`src/sv/lllp_pkg.sv`:
```
// ----------------------------------------------------------------------------
// lllp_pkg
// Shared types and constants for the least-loaded lane picker.
// ----------------------------------------------------------------------------
`default_nettype none

package lllp_pkg;

    // Fixed field widths of the stream beats and the configuration register.
    localparam int LANE_W   = 5;
    localparam int STATUS_W = 2;

    localparam logic [LANE_W-1:0] ACTIVE_RESET = 5'd16;

    // Result status codes.
    localparam logic [STATUS_W-1:0] STS_ASSIGNED  = 2'd0;
    localparam logic [STATUS_W-1:0] STS_DEPARTED  = 2'd1;
    localparam logic [STATUS_W-1:0] STS_DEP_BAD   = 2'd2;
    localparam logic [STATUS_W-1:0] STS_SATURATED = 2'd3;

    // Input mode codes.
    localparam logic MODE_DEPART = 1'b0;
    localparam logic MODE_ARRIVE = 1'b1;

    typedef enum logic [3:0] {
        ST_IDLE   = 4'b0001,
        ST_SCAN   = 4'b0010,
        ST_DREAD  = 4'b0100,
        ST_UPDATE = 4'b1000
    } lllp_state_t;

    // Controller to datapath.
    typedef struct packed {
        logic accept;
        logic scan;
        logic dep_read;
        logic update;
    } lllp_cmd_t;

    // Datapath to controller.
    typedef struct packed {
        logic scan_done;
        logic out_free;
    } lllp_sts_t;

endpackage

`default_nettype wire

```
`src/sv/lllp_ram.sv`:
```
// ----------------------------------------------------------------------------
// lllp_ram
// Generic simple dual-port RAM: one write port, one read port, registered read.
// ----------------------------------------------------------------------------
`default_nettype none

module lllp_ram #(
    parameter int WIDTH = 16,
    parameter int DEPTH = 16
) (
    input  wire logic                     clk,
    input  wire logic                     we,
    input  wire logic [$clog2(DEPTH)-1:0] waddr,
    input  wire logic [WIDTH-1:0]         wdata,
    input  wire logic                     re,
    input  wire logic [$clog2(DEPTH)-1:0] raddr,
    output logic      [WIDTH-1:0]         rdata
);

    logic [WIDTH-1:0] mem [DEPTH];

    always_ff @(posedge clk)
    begin
        if (we)
        begin
            mem[waddr] <= wdata;
        end
        if (re)
        begin
            rdata <= mem[raddr];
        end
    end

endmodule

`default_nettype wire

```
`src/sv/lllp_ctrl.sv`:
```
// ----------------------------------------------------------------------------
// lllp_ctrl
// Sequencer: accepts a beat, runs the scan or the single read, then the update.
// ----------------------------------------------------------------------------
`default_nettype none

module lllp_ctrl (
    input  wire logic                clk,
    input  wire logic                rst_n,
    input  wire logic                s_tvalid,
    input  wire logic                in_mode,
    output logic                     s_tready,
    input  wire lllp_pkg::lllp_sts_t sts,
    output lllp_pkg::lllp_cmd_t      cmd
);

    import lllp_pkg::*;

    lllp_state_t state_reg;
    lllp_state_t state_next;

    always_ff @(posedge clk or negedge rst_n)
    begin
        if (!rst_n)
        begin
            state_reg <= ST_IDLE;
        end
        else
        begin
            state_reg <= state_next;
        end
    end

    always_comb
    begin
        cmd          = '0;
        state_next   = state_reg;
        s_tready     = 1'b0;
        case (state_reg)
            ST_IDLE:
            begin
                s_tready = 1'b1;
                if (s_tvalid)
                begin
                    cmd.accept = 1'b1;
                    state_next = (in_mode == MODE_ARRIVE) ? ST_SCAN : ST_DREAD;
                end
            end
            ST_SCAN:
            begin
                cmd.scan = 1'b1;
                if (sts.scan_done)
                begin
                    state_next = ST_UPDATE;
                end
            end
            ST_DREAD:
            begin
                cmd.dep_read = 1'b1;
                state_next   = ST_UPDATE;
            end
            ST_UPDATE:
            begin
                // The result waits here until the output register can take it.
                if (sts.out_free)
                begin
                    cmd.update = 1'b1;
                    state_next = ST_IDLE;
                end
            end
            default:
            begin
                state_next = ST_IDLE;
            end
        endcase
    end

endmodule

`default_nettype wire

```
`src/sv/lllp_dp.sv`:
```
// ----------------------------------------------------------------------------
// lllp_dp
// Datapath: lane count RAM with valid bits, argmin scan, update and output register.
// ----------------------------------------------------------------------------
`default_nettype none

module lllp_dp #(
    parameter int LANE_SLOTS = 16,
    parameter int COUNT_BITS = 16
) (
    input  wire logic                          clk,
    input  wire logic                          rst_n,
    input  wire lllp_pkg::lllp_cmd_t           cmd,
    output lllp_pkg::lllp_sts_t                sts,
    input  wire logic                          in_mode,
    input  wire logic [lllp_pkg::LANE_W-1:0]   in_lane,
    input  wire logic                          cfg_wr_en,
    input  wire logic [lllp_pkg::LANE_W-1:0]   cfg_wr_data,
    output logic                               m_tvalid,
    input  wire logic                          m_tready,
    output logic [lllp_pkg::LANE_W-1:0]        out_lane,
    output logic [lllp_pkg::STATUS_W-1:0]      out_status
);

    import lllp_pkg::*;

    localparam int IDX_W = $clog2(LANE_SLOTS);
    localparam int LN_W  = (IDX_W + 1 > LANE_W) ? IDX_W + 1 : LANE_W;

    logic [LANE_W-1:0]     active_reg;
    logic [LANE_SLOTS-1:0] valid_reg;
    logic                  mode_reg;
    logic [LANE_W-1:0]     lane_reg;
    logic [LN_W-1:0]       n_reg;
    logic [LN_W-1:0]       rd_idx_reg;
    logic [LN_W-1:0]       cmp_idx_reg;
    logic                  cmp_vld_reg;
    logic                  rd_ok_reg;
    logic [IDX_W-1:0]      best_idx_reg;
    logic [COUNT_BITS-1:0] best_cnt_reg;
    logic                  m_tvalid_reg;
    logic [LANE_W-1:0]     out_lane_reg;
    logic [STATUS_W-1:0]   out_status_reg;

    logic [LN_W-1:0]       act_ext;
    logic [LN_W-1:0]       n_use;
    logic                  issue;
    logic                  ram_re;
    logic [IDX_W-1:0]      ram_raddr;
    logic [COUNT_BITS-1:0] ram_rdata;
    logic [IDX_W-1:0]      dep_idx;
    logic [LANE_SLOTS-1:0] valid_shift;
    logic [COUNT_BITS-1:0] cnt_eff;
    logic                  take_best;
    logic                  wr_en;
    logic [IDX_W-1:0]      wr_addr;
    logic [COUNT_BITS-1:0] wr_data;
    logic [LANE_W-1:0]     res_lane;
    logic [STATUS_W-1:0]   res_status;
    logic                  dep_bad;
    logic [LN_W-1:0]       best_lane;

    // Lanes in use: zero counts as one, anything above the slot count is clamped.
    always_comb
    begin
        act_ext = LN_W'(active_reg);
        if (act_ext == '0)
        begin
            n_use = LN_W'(1);
        end
        else if (act_ext > LN_W'(LANE_SLOTS))
        begin
            n_use = LN_W'(LANE_SLOTS);
        end
        else
        begin
            n_use = act_ext;
        end
    end

    assign issue     = cmd.scan && (rd_idx_reg < n_reg);
    assign ram_re    = issue || cmd.dep_read;
    assign dep_idx   = IDX_W'(LN_W'(lane_reg) - LN_W'(1));
    assign ram_raddr = cmd.dep_read ? dep_idx : rd_idx_reg[IDX_W-1:0];

    // A slot never written since reset reads as an empty lane.
    assign valid_shift = valid_reg >> ram_raddr;
    assign cnt_eff     = rd_ok_reg ? ram_rdata : '0;

    assign take_best = cmp_vld_reg && ((cmp_idx_reg == '0) || (cnt_eff < best_cnt_reg));

    assign sts.scan_done = cmp_vld_reg && (cmp_idx_reg == (n_reg - LN_W'(1)));
    assign sts.out_free  = !m_tvalid_reg || m_tready;

    assign best_lane = LN_W'(best_idx_reg) + LN_W'(1);
    assign dep_bad   = (lane_reg == '0) || (LN_W'(lane_reg) > n_reg) || (cnt_eff == '0);

    always_comb
    begin
        wr_en      = 1'b0;
        wr_addr    = best_idx_reg;
        wr_data    = best_cnt_reg + COUNT_BITS'(1);
        res_lane   = '0;
        res_status = STS_SATURATED;
        if (mode_reg == MODE_ARRIVE)
        begin
            if (best_cnt_reg != '1)
            begin
                wr_en      = cmd.update;
                res_lane   = best_lane[LANE_W-1:0];
                res_status = STS_ASSIGNED;
            end
        end
        else
        begin
            wr_addr = dep_idx;
            wr_data = cnt_eff - COUNT_BITS'(1);
            if (dep_bad)
            begin
                res_status = STS_DEP_BAD;
            end
            else
            begin
                wr_en      = cmd.update;
                res_status = STS_DEPARTED;
            end
        end
    end

    lllp_ram #(
        .WIDTH (COUNT_BITS),
        .DEPTH (LANE_SLOTS)
    ) u_counts (
        .clk   (clk),
        .we    (wr_en),
        .waddr (wr_addr),
        .wdata (wr_data),
        .re    (ram_re),
        .raddr (ram_raddr),
        .rdata (ram_rdata)
    );

    always_ff @(posedge clk or negedge rst_n)
    begin
        if (!rst_n)
        begin
            active_reg   <= ACTIVE_RESET;
            valid_reg    <= '0;
            rd_idx_reg   <= '0;
            cmp_vld_reg  <= 1'b0;
            rd_ok_reg    <= 1'b0;
            m_tvalid_reg <= 1'b0;
        end
        else
        begin
            if (cfg_wr_en)
            begin
                active_reg <= cfg_wr_data;
            end
            if (cmd.accept)
            begin
                rd_idx_reg <= '0;
            end
            else if (issue)
            begin
                rd_idx_reg <= rd_idx_reg + LN_W'(1);
            end
            cmp_vld_reg <= issue;
            if (ram_re)
            begin
                rd_ok_reg <= valid_shift[0];
            end
            if (wr_en)
            begin
                valid_reg[wr_addr] <= 1'b1;
            end
            if (cmd.update)
            begin
                m_tvalid_reg <= 1'b1;
            end
            else if (m_tready)
            begin
                m_tvalid_reg <= 1'b0;
            end
        end
    end

    always_ff @(posedge clk)
    begin
        if (cmd.accept)
        begin
            mode_reg <= in_mode;
            lane_reg <= in_lane;
            n_reg    <= n_use;
        end
        if (issue)
        begin
            cmp_idx_reg <= rd_idx_reg;
        end
        if (take_best)
        begin
            best_idx_reg <= cmp_idx_reg[IDX_W-1:0];
            best_cnt_reg <= cnt_eff;
        end
        if (cmd.update)
        begin
            out_lane_reg   <= res_lane;
            out_status_reg <= res_status;
        end
    end

    assign m_tvalid   = m_tvalid_reg;
    assign out_lane   = out_lane_reg;
    assign out_status = out_status_reg;

endmodule

`default_nettype wire

```
`src/sv/least_loaded_lane_picker_unit.sv`:
```
// ----------------------------------------------------------------------------
// least_loaded_lane_picker_unit
// Join-shortest-queue lane picker: arrivals take the least-loaded lane,
// departures release a lane.
// ----------------------------------------------------------------------------
//  channel | direction | payload
//  s_*     | in        | tuser[0] mode, tdata[4:0] lane
//  m_*     | out       | tuser[1:0] status, tdata[4:0] assigned_lane
//  cfg_*   | in        | cfg_wr_data[4:0] active_lanes, written when cfg_wr_en
//
//  An arrival reads the count RAM one lane per cycle for the argmin over the n
//  lanes in use, then runs the update.
//  A departure does one RAM read, then the update.
//  Counts clear at reset through per-lane valid bits; no clearing pass.
//  A result waits in the output register while the next beat is accepted;
//  the update of that next beat stalls until the register is free.
// ----------------------------------------------------------------------------
`default_nettype none

module least_loaded_lane_picker_unit #(
    parameter int LANE_SLOTS = 16,
    parameter int COUNT_BITS = 16
) (
    input  wire logic       clk,
    input  wire logic       rst_n,
    input  wire logic       s_tvalid,
    output logic            s_tready,
    input  wire logic [7:0] s_tdata,      // [4:0] lane, [7:5] zero
    input  wire logic [0:0] s_tuser,      // [0] mode
    output logic            m_tvalid,
    input  wire logic       m_tready,
    output logic      [7:0] m_tdata,      // [4:0] assigned_lane, [7:5] zero
    output logic      [1:0] m_tuser,      // [1:0] status
    input  wire logic       cfg_wr_en,
    input  wire logic [4:0] cfg_wr_data   // [4:0] active_lanes
);

    import lllp_pkg::*;

    lllp_cmd_t           cmd;
    lllp_sts_t           sts;
    logic [LANE_W-1:0]   out_lane;
    logic [STATUS_W-1:0] out_status;

    lllp_ctrl u_ctrl (
        .clk      (clk),
        .rst_n    (rst_n),
        .s_tvalid (s_tvalid),
        .in_mode  (s_tuser[0]),
        .s_tready (s_tready),
        .sts      (sts),
        .cmd      (cmd)
    );

    lllp_dp #(
        .LANE_SLOTS (LANE_SLOTS),
        .COUNT_BITS (COUNT_BITS)
    ) u_dp (
        .clk         (clk),
        .rst_n       (rst_n),
        .cmd         (cmd),
        .sts         (sts),
        .in_mode     (s_tuser[0]),
        .in_lane     (s_tdata[LANE_W-1:0]),
        .cfg_wr_en   (cfg_wr_en),
        .cfg_wr_data (cfg_wr_data),
        .m_tvalid    (m_tvalid),
        .m_tready    (m_tready),
        .out_lane    (out_lane),
        .out_status  (out_status)
    );

    assign m_tdata = {3'b000, out_lane};
    assign m_tuser = out_status;

endmodule

`default_nettype wire

```
`config.mk`:
```
export PLATFORM = sky130hd
export DESIGN_NAME = least_loaded_lane_picker_unit
export DESIGN_NICKNAME = d
export VERILOG_FILES = /design/src/sv/lllp_pkg.sv /design/src/sv/lllp_ram.sv /design/src/sv/lllp_ctrl.sv /design/src/sv/lllp_dp.sv /design/src/sv/least_loaded_lane_picker_unit.sv
export SDC_FILE = /design/constraint.sdc
export NUM_CORES = 1
export LEC_CHECK = 0
export ABC_AREA = 1
export BUFFER_PORTS_ARGS = -buffer_cell sky130_fd_sc_hd__buf_2
export CAP_MARGIN = 20
export CORE_ASPECT_RATIO = 1.5
export CORE_MARGIN = 2
export CORE_UTILIZATION = 55
export CTS_BUF_LIST = sky130_fd_sc_hd__clkbuf_16
export CTS_CLUSTER_SIZE = 14
export DETAILED_ROUTE_END_ITERATION = 8
export PLACE_DENSITY = 0.71
export SLEW_MARGIN = 20
export SYNTH_ARGS = -nofsm -noshare
export SYNTH_HDL_FRONTEND = slang
export SYNTH_SLANG_ARGS = --single-unit
```
`constraint.sdc`:
```
create_clock -name clk -period 3.35 [get_ports clk]
set_input_delay 0.1675 -clock clk [delete_from_list [all_inputs] [get_ports clk]]
set_output_delay 0.1675 -clock clk [all_outputs]
set_load 0.1 [all_outputs]
```
* Word-level counts from Yosys, hierarchy flattened
Memories as Yosys holds them, arrays and structs flattened. A register that Yosys moved wholly into a read port is not among the register bits.
Index checks and enable logic that the tools add are counted.
** Word-level totals
- Register bits :: 76
- Memory bits (writable) :: 256
- Input bits :: 19
- Output and inout bits :: 12
- Logic and storage cells :: 90
- Memories kept :: 1
** Cells by class
- Add/subtract/negate cells :: 6
- Magnitude comparators :: 6
- Eq/ne operators :: 9
- Shift-type cells :: 1
- Mux-type cells :: 31
- Bitwise gates (word level) :: 1
- Reduce and logical (&&, ||, !) cells :: 19
** Memory list
- u_dp.u_counts.mem :: words 16, bits a word 16, rd ports 1, clocked after Yosys merged registers in 1, wr ports 1, RTL line lllp_ram.sv:20 : logic [WIDTH-1:0] mem [DEPTH];
** Operator list (count)
- two-way mux 16 bit :: 2
- two-way mux 4 bit :: 5
- adder 16 x 1 -> 16 bit (second input constant) :: 1
- logical NOT 16 bit :: 1
- < comparator 16 bit :: 1
- != test 16 bit (second input constant) :: 1
- OR 16 bit :: 1
- one-hot mux 4 bit (4 select lines) :: 1
- >> shifter 16 x 4 -> 1 bit :: 1
- subtractor 16 x 1 -> 16 bit (second input constant) :: 1
- logical NOT 5 bit :: 3
- two-way mux 1 bit :: 15
- two-way mux 5 bit :: 3
- two-way mux 2 bit :: 3
- != test 2 bit (second input constant) :: 3
- adder 4 x 1 -> 5 bit (second input constant) :: 1
- adder 5 x 1 -> 5 bit (second input constant) :: 1
- equality test 5 bit :: 1
- > comparator 5 bit :: 1
- > comparator 5 bit (second input constant) :: 1
- logical OR 1 bit :: 5
- < comparator 4 x 5 -> 1 bit (second input constant) :: 1
- < comparator 5 bit :: 1
- subtractor 5 x 1 -> 5 bit (second input constant) :: 1
- 14 further kinds :: 18

* Logic depth before layout (Yosys ltp)
- Depth after elaboration :: 8
- Mapped depth :: 16
- Depth with buffers taken out :: 13

* Modules after synthesis
From an unflattened synthesis, not the netlist that was laid out.
** Second synthesis, totals
- Cells, all modules :: 1713
- Area, all modules :: 16718.5 um^2
** By module, submodules not included
- lllp_ram :: times used 1, cells an instance 1074, area each 11541.1 um^2, seq. area each 8167.8 um^2
- lllp_dp :: times used 1, cells an instance 596, area each 4883.4 um^2, seq. area each 2018.2 um^2
- lllp_ctrl :: times used 1, cells an instance 39, area each 267.8 um^2, seq. area each 101.3 um^2
- least_loaded_lane_picker_unit :: times used 1, cells an instance 4, area each 26.3 um^2, seq. area each 0.0 um^2

* Worst setup path after synthesis
OpenSTA, ideal clock, no wires.
- Kind :: register to register
- Start :: register u_ctrl.state_reg[0]
- End :: register u_dp.rd_idx_reg[0]
- Setup time :: 0.127 ns
- Arrival time :: 3.973 ns
- Required time :: 3.223 ns
- Setup slack :: -0.751 ns
- Cell stages (with the launch flop) :: 8
- Path buffers :: 0
- Clock period less this slack :: 4.101 ns
- Path through :: dfstp_2 > inv_1 > nor3_1 > inv_1 > nor2_1 > inv_1 > nand3_1 > o21ai_0
** RTL lines
- start: declaration :: RTL line lllp_ctrl.sv:19 : lllp_state_t state_reg;
- start signal: assignment :: RTL line lllp_ctrl.sv:30 : state_reg <= state_next;
- end signal: assignment :: RTL line lllp_dp.sv:166 : rd_idx_reg <= rd_idx_reg + LN_W'(1);
- end: declaration :: RTL line lllp_dp.sv:35 : logic [LN_W-1:0] rd_idx_reg;

* Final worst setup path
- Start :: register u_dp.best_cnt_reg[0]
- End :: memory u_dp.u_counts.mem[3][9] (enable)
** Between the ends
- Cells in the longest elaborated chain, start to end :: 5
** Ends and longest elaborated chain
- start: declaration :: RTL line lllp_dp.sv:40 : logic [COUNT_BITS-1:0] best_cnt_reg;
- start signal: assignment :: RTL line lllp_dp.sv:203 : best_cnt_reg <= cnt_eff;
- != test 16 bit :: RTL line lllp_dp.sv:107 : if (best_cnt_reg != '1)
- two-way mux 1 bit :: RTL line lllp_dp.sv:107
- two-way mux 1 bit :: RTL line lllp_dp.sv:105 : if (mode_reg == MODE_ARRIVE)
- two-way mux 1 bit :: RTL line lllp_ram.sv:24 : if (we)
- two-way mux 1 bit (not written as such) :: RTL line lllp_ram.sv:26 : mem[waddr] <= wdata;
- end: declaration :: RTL line lllp_ram.sv:20
Every way passes these cells.

==> results.toml <==
[grt]
grt_max_degree = 69
antenna_found_initial = 0
track_usage_pct = 24.7
grt_pass1_vias = 11100
grt_overflow = 0
grt_pass1_wl_microns = 57900

[route]
drt_pass1_iterations = 5
wl_met1_microns = 14300
wirelength_microns = 37400
wl_met3_microns = 2150
highest_layer = "met4"
drt_iter0_drc = 1019
drtAntennaViolNets = 0
vias_per_cell = 5.49
vias = 11200
wire_per_inst_microns = 18.3
remaining_drc_errors = 0
routed-wl-met2_microns = 19200

[cts]
cts_setup_buffers = 0
clkSinkCount = 348
root_buffer = "clkbuf_16"
clk_pin_slew_worst_paths_ns = 0.06
htree_levels = 2
clock_path_buffers = 3
cts_tree = "done"
clock_latency_ns = 0.52
cts_buffers = 34

[synthesis]
netlist_area_sq_um = 16200
synth_compound_area_share_pct = 7.64
synth_fa_ha_area_share_pct = 2.47
synth_top_cell_area_share_pct = 58.4
ys_warn_count = 0
avgSynthCellArea_sq_um = 10.4
synth_flop_cell = "edfxtp_1"
synth.largest_area_cell = "edfxtp_1"
synthCells = 1563
synth.area.top_cells = "edfxtp_1, nand2_1, inv_1"
muxShareOfSynthArea_pct = 0.208
ys_seq_area_share_pct = 63.5
synth_top_family_by_area = "simple AND/OR/NAND/NOR gates"
synth.distinct_cells = 42
synth-seq-cells = 348
async_reset_ff_share_pct = 9.48
synth_edf_count = 315
synth-simple-area-share_pct = 17.0
synth-xor-area-share_pct = 1.08

[floorplanning]
dieArea_sq_um = 30900
fp.dieH_microns = 214
die_width_microns = 144
core_area_sq_um = 29300
start_util_pct = 55.3
ios = 31
std_cell_rows = 77

[critical_path]
worst_setup_path_end_kind = "flip-flop"
arrival_ns = 3.02
cp-start-kind = "flip-flop"
crit_fanout = 17
required_ns = 3.49
worstSetupPathType = "flip-flop to flip-flop"
r2r_cells = 10

[placement]
dp_hpwl_microns = 22700
dp_slack_ns = 0.407
port_buffers = 24
gp_congestion = 0.877

[timing]
post-route-min-period_ns = 2.87
worst_slew_pin_slew_ns = 1.06
slew_headroom_pct = 28.7
rsz0062_at_grt = "false"
maxSlewViolCount = 0
fin_ws_ns = 0.479
hold_viol_final = 0
skew_ns = 0.0151
timing.final.crit_share_pct = 85.7
finalSetupViolations = 0
setup-tns-final_ns = 0
fmax_ghz = 0.348

[pwr]
ir_drop_v = 0.000406
p_per_area_nw_per_um2 = 748
switching_share_pct = 35.1
seqPwrFrac_pct = 41.5
total_power_uw = 13600
clkPwrFrac_pct = 26.3
internal_power_uw = 8840
p_leak_uw = 0.00773
switchingPower_uw = 4770
comb_power_share_pct = 32.2

[cells_and_area]
area_delta_synth_final_pct = 12.3
diodes = 0
fin_nets = 1684
nFillCells = 2262
largest_register = "u_dp.u_counts.mem"
drive_above_1_share_pct = 10.0
largest_reg_flops = 256

[run]
cap_viol_max_count = 0

[outcome]
status = "finished clean"

[hold_path]
hp-class = "primary input to asynchronous set/reset pin"
-- placed cells by master (no fill, tap or decap), types with 3 or more instances in the layout --
cell and count:
nand2_1 357, edfxtp_1 315, inv_1 255, nand3_1 117, nor2_1 111, o21ai_0 98, o211ai_1 52, buf_4 43
clkbuf_16 35, ha_1 32, dfrtp_1 31, buf_2 24, dlygate4sd3_1 21, a21oi_1 20, nand4_1 12, xor2_1 12
o21bai_1 11, nor3_1 10, nand3_2 10, xnor2_1 8, clkinv_1 7, buf_12 7, nand2_2 6, inv_2 5
nand2_4 5, nor2_2 5, nor4_1 4, o211ai_2 4, o21ai_4 3, nand3b_1 3, mux2_2 3, conb_1 3
-- what timing repair did --
| item | CTS | global route |
|---|---|---|
| hold buffers | 21 | 0 |
| gates resized for setup | 0 | 0 |
| hold endpoints to repair | 46 | 0 |
-- per-layer routing --
metal,vias up,global-route usage [%]
met3,115,3.71
met5,-,0
met2,389,43.7
met4,0,12.3
li1,5335,-
met1,5400,28.8
-- worst paths after layout --
kind / from / to / slack (ns)
worst min-delay path: rst_n / u_dp.act_ext[1]$_DFFE_PN0P_ / 0.27
worst max-delay path: u_dp.best_cnt_reg[0]$_DFFE_PP_ / u_dp.u_counts.mem[3][9]$_DFFE_PP_ / 0.48
worst max register to register: u_dp.best_cnt_reg[0]$_DFFE_PP_ / u_dp.u_counts.mem[3][9]$_DFFE_PP_ / 0.48
min in group clk: s_tdata[1] / u_dp.lane_reg[1]$_DFFE_PP_ / 0.37
worst min register to register: u_dp.valid_reg[6]$_DFFE_PN0P_ / u_dp.valid_reg[6]$_DFFE_PN0P_ / 0.45
max in group asynchronous: rst_n / u_dp.valid_reg[6]$_DFFE_PN0P_ / 2.59
-- per-stage QoR --
step	util, %	instance area (sq um)	hold slack, ns	std cells
finish	62.1	18200	0.265	2047
global route	62.1	18200	0.345	2047
CTS	62.1	18200	0.284	2047
detailed placement	57.9	17000	0.288	1971
global placement	57.9	17000	0.289	1971
floorplan	-	16200	-0.128	1565
-- synthesized netlist by cell type, drive strengths merged, types with 12 or more instances --
library cell and instances:
buf 52, ha 32, edfxtp 315, xor2 12
a21oi 21, nand4 12, dfrtp 31, nor2 118
inv 253, o211ai 56, nand2 368, nand3 127
o21ai 103
-- worst max-delay path: stages, from the launching register on --
cell and delay (ns):
edfxtp_1 0.44, ha_1 0.25, nand3_1 0.11, nor2_1 0.06, nand2_1 0.15, nor2_2 0.07
nand3_1 0.13, nand2_1 0.20, nand2_4 0.27, nand3_2 0.11, inv_1 0.67
-- cell families after synthesis --
family / Yosys count
xor gates and xnor gates: 20
and+or+nand+nor: 643
muxes: 3
buffers and inverters: 317
DFF: 348
adders and majority gates: 32
AOI/OAI and AO/OA: 199
other: 1
-- power groups by stage --
stage / sequential, uW / clock [uW] / combinational (uW)
2_1_floorplan: 5750 / 0 / 3030
3_3_place_gp: 5730 / 0 / 4210
3_5_place_dp: 5730 / 0 / 4320
4_1_cts: 5640 / 3620 / 4370
5_1_grt: 5660 / 3790 / 4890
6_report: 5640 / 3580 / 4390
-- final cells by class --
cell class	count	area, sq um	share of cell area (%)
Clock buffer	35	876	4.81
Clock inverter	20	144	0.791
Inverter	254	953	5.24
Multi-Input combinational cell	900	4650	25.5
Sequential cell	348	10300	56.5
Tap cell	395	494	2.72
Timing Repair Buffer	95	793	4.36
Note: power is estimated with default switching activity, not from simulation.
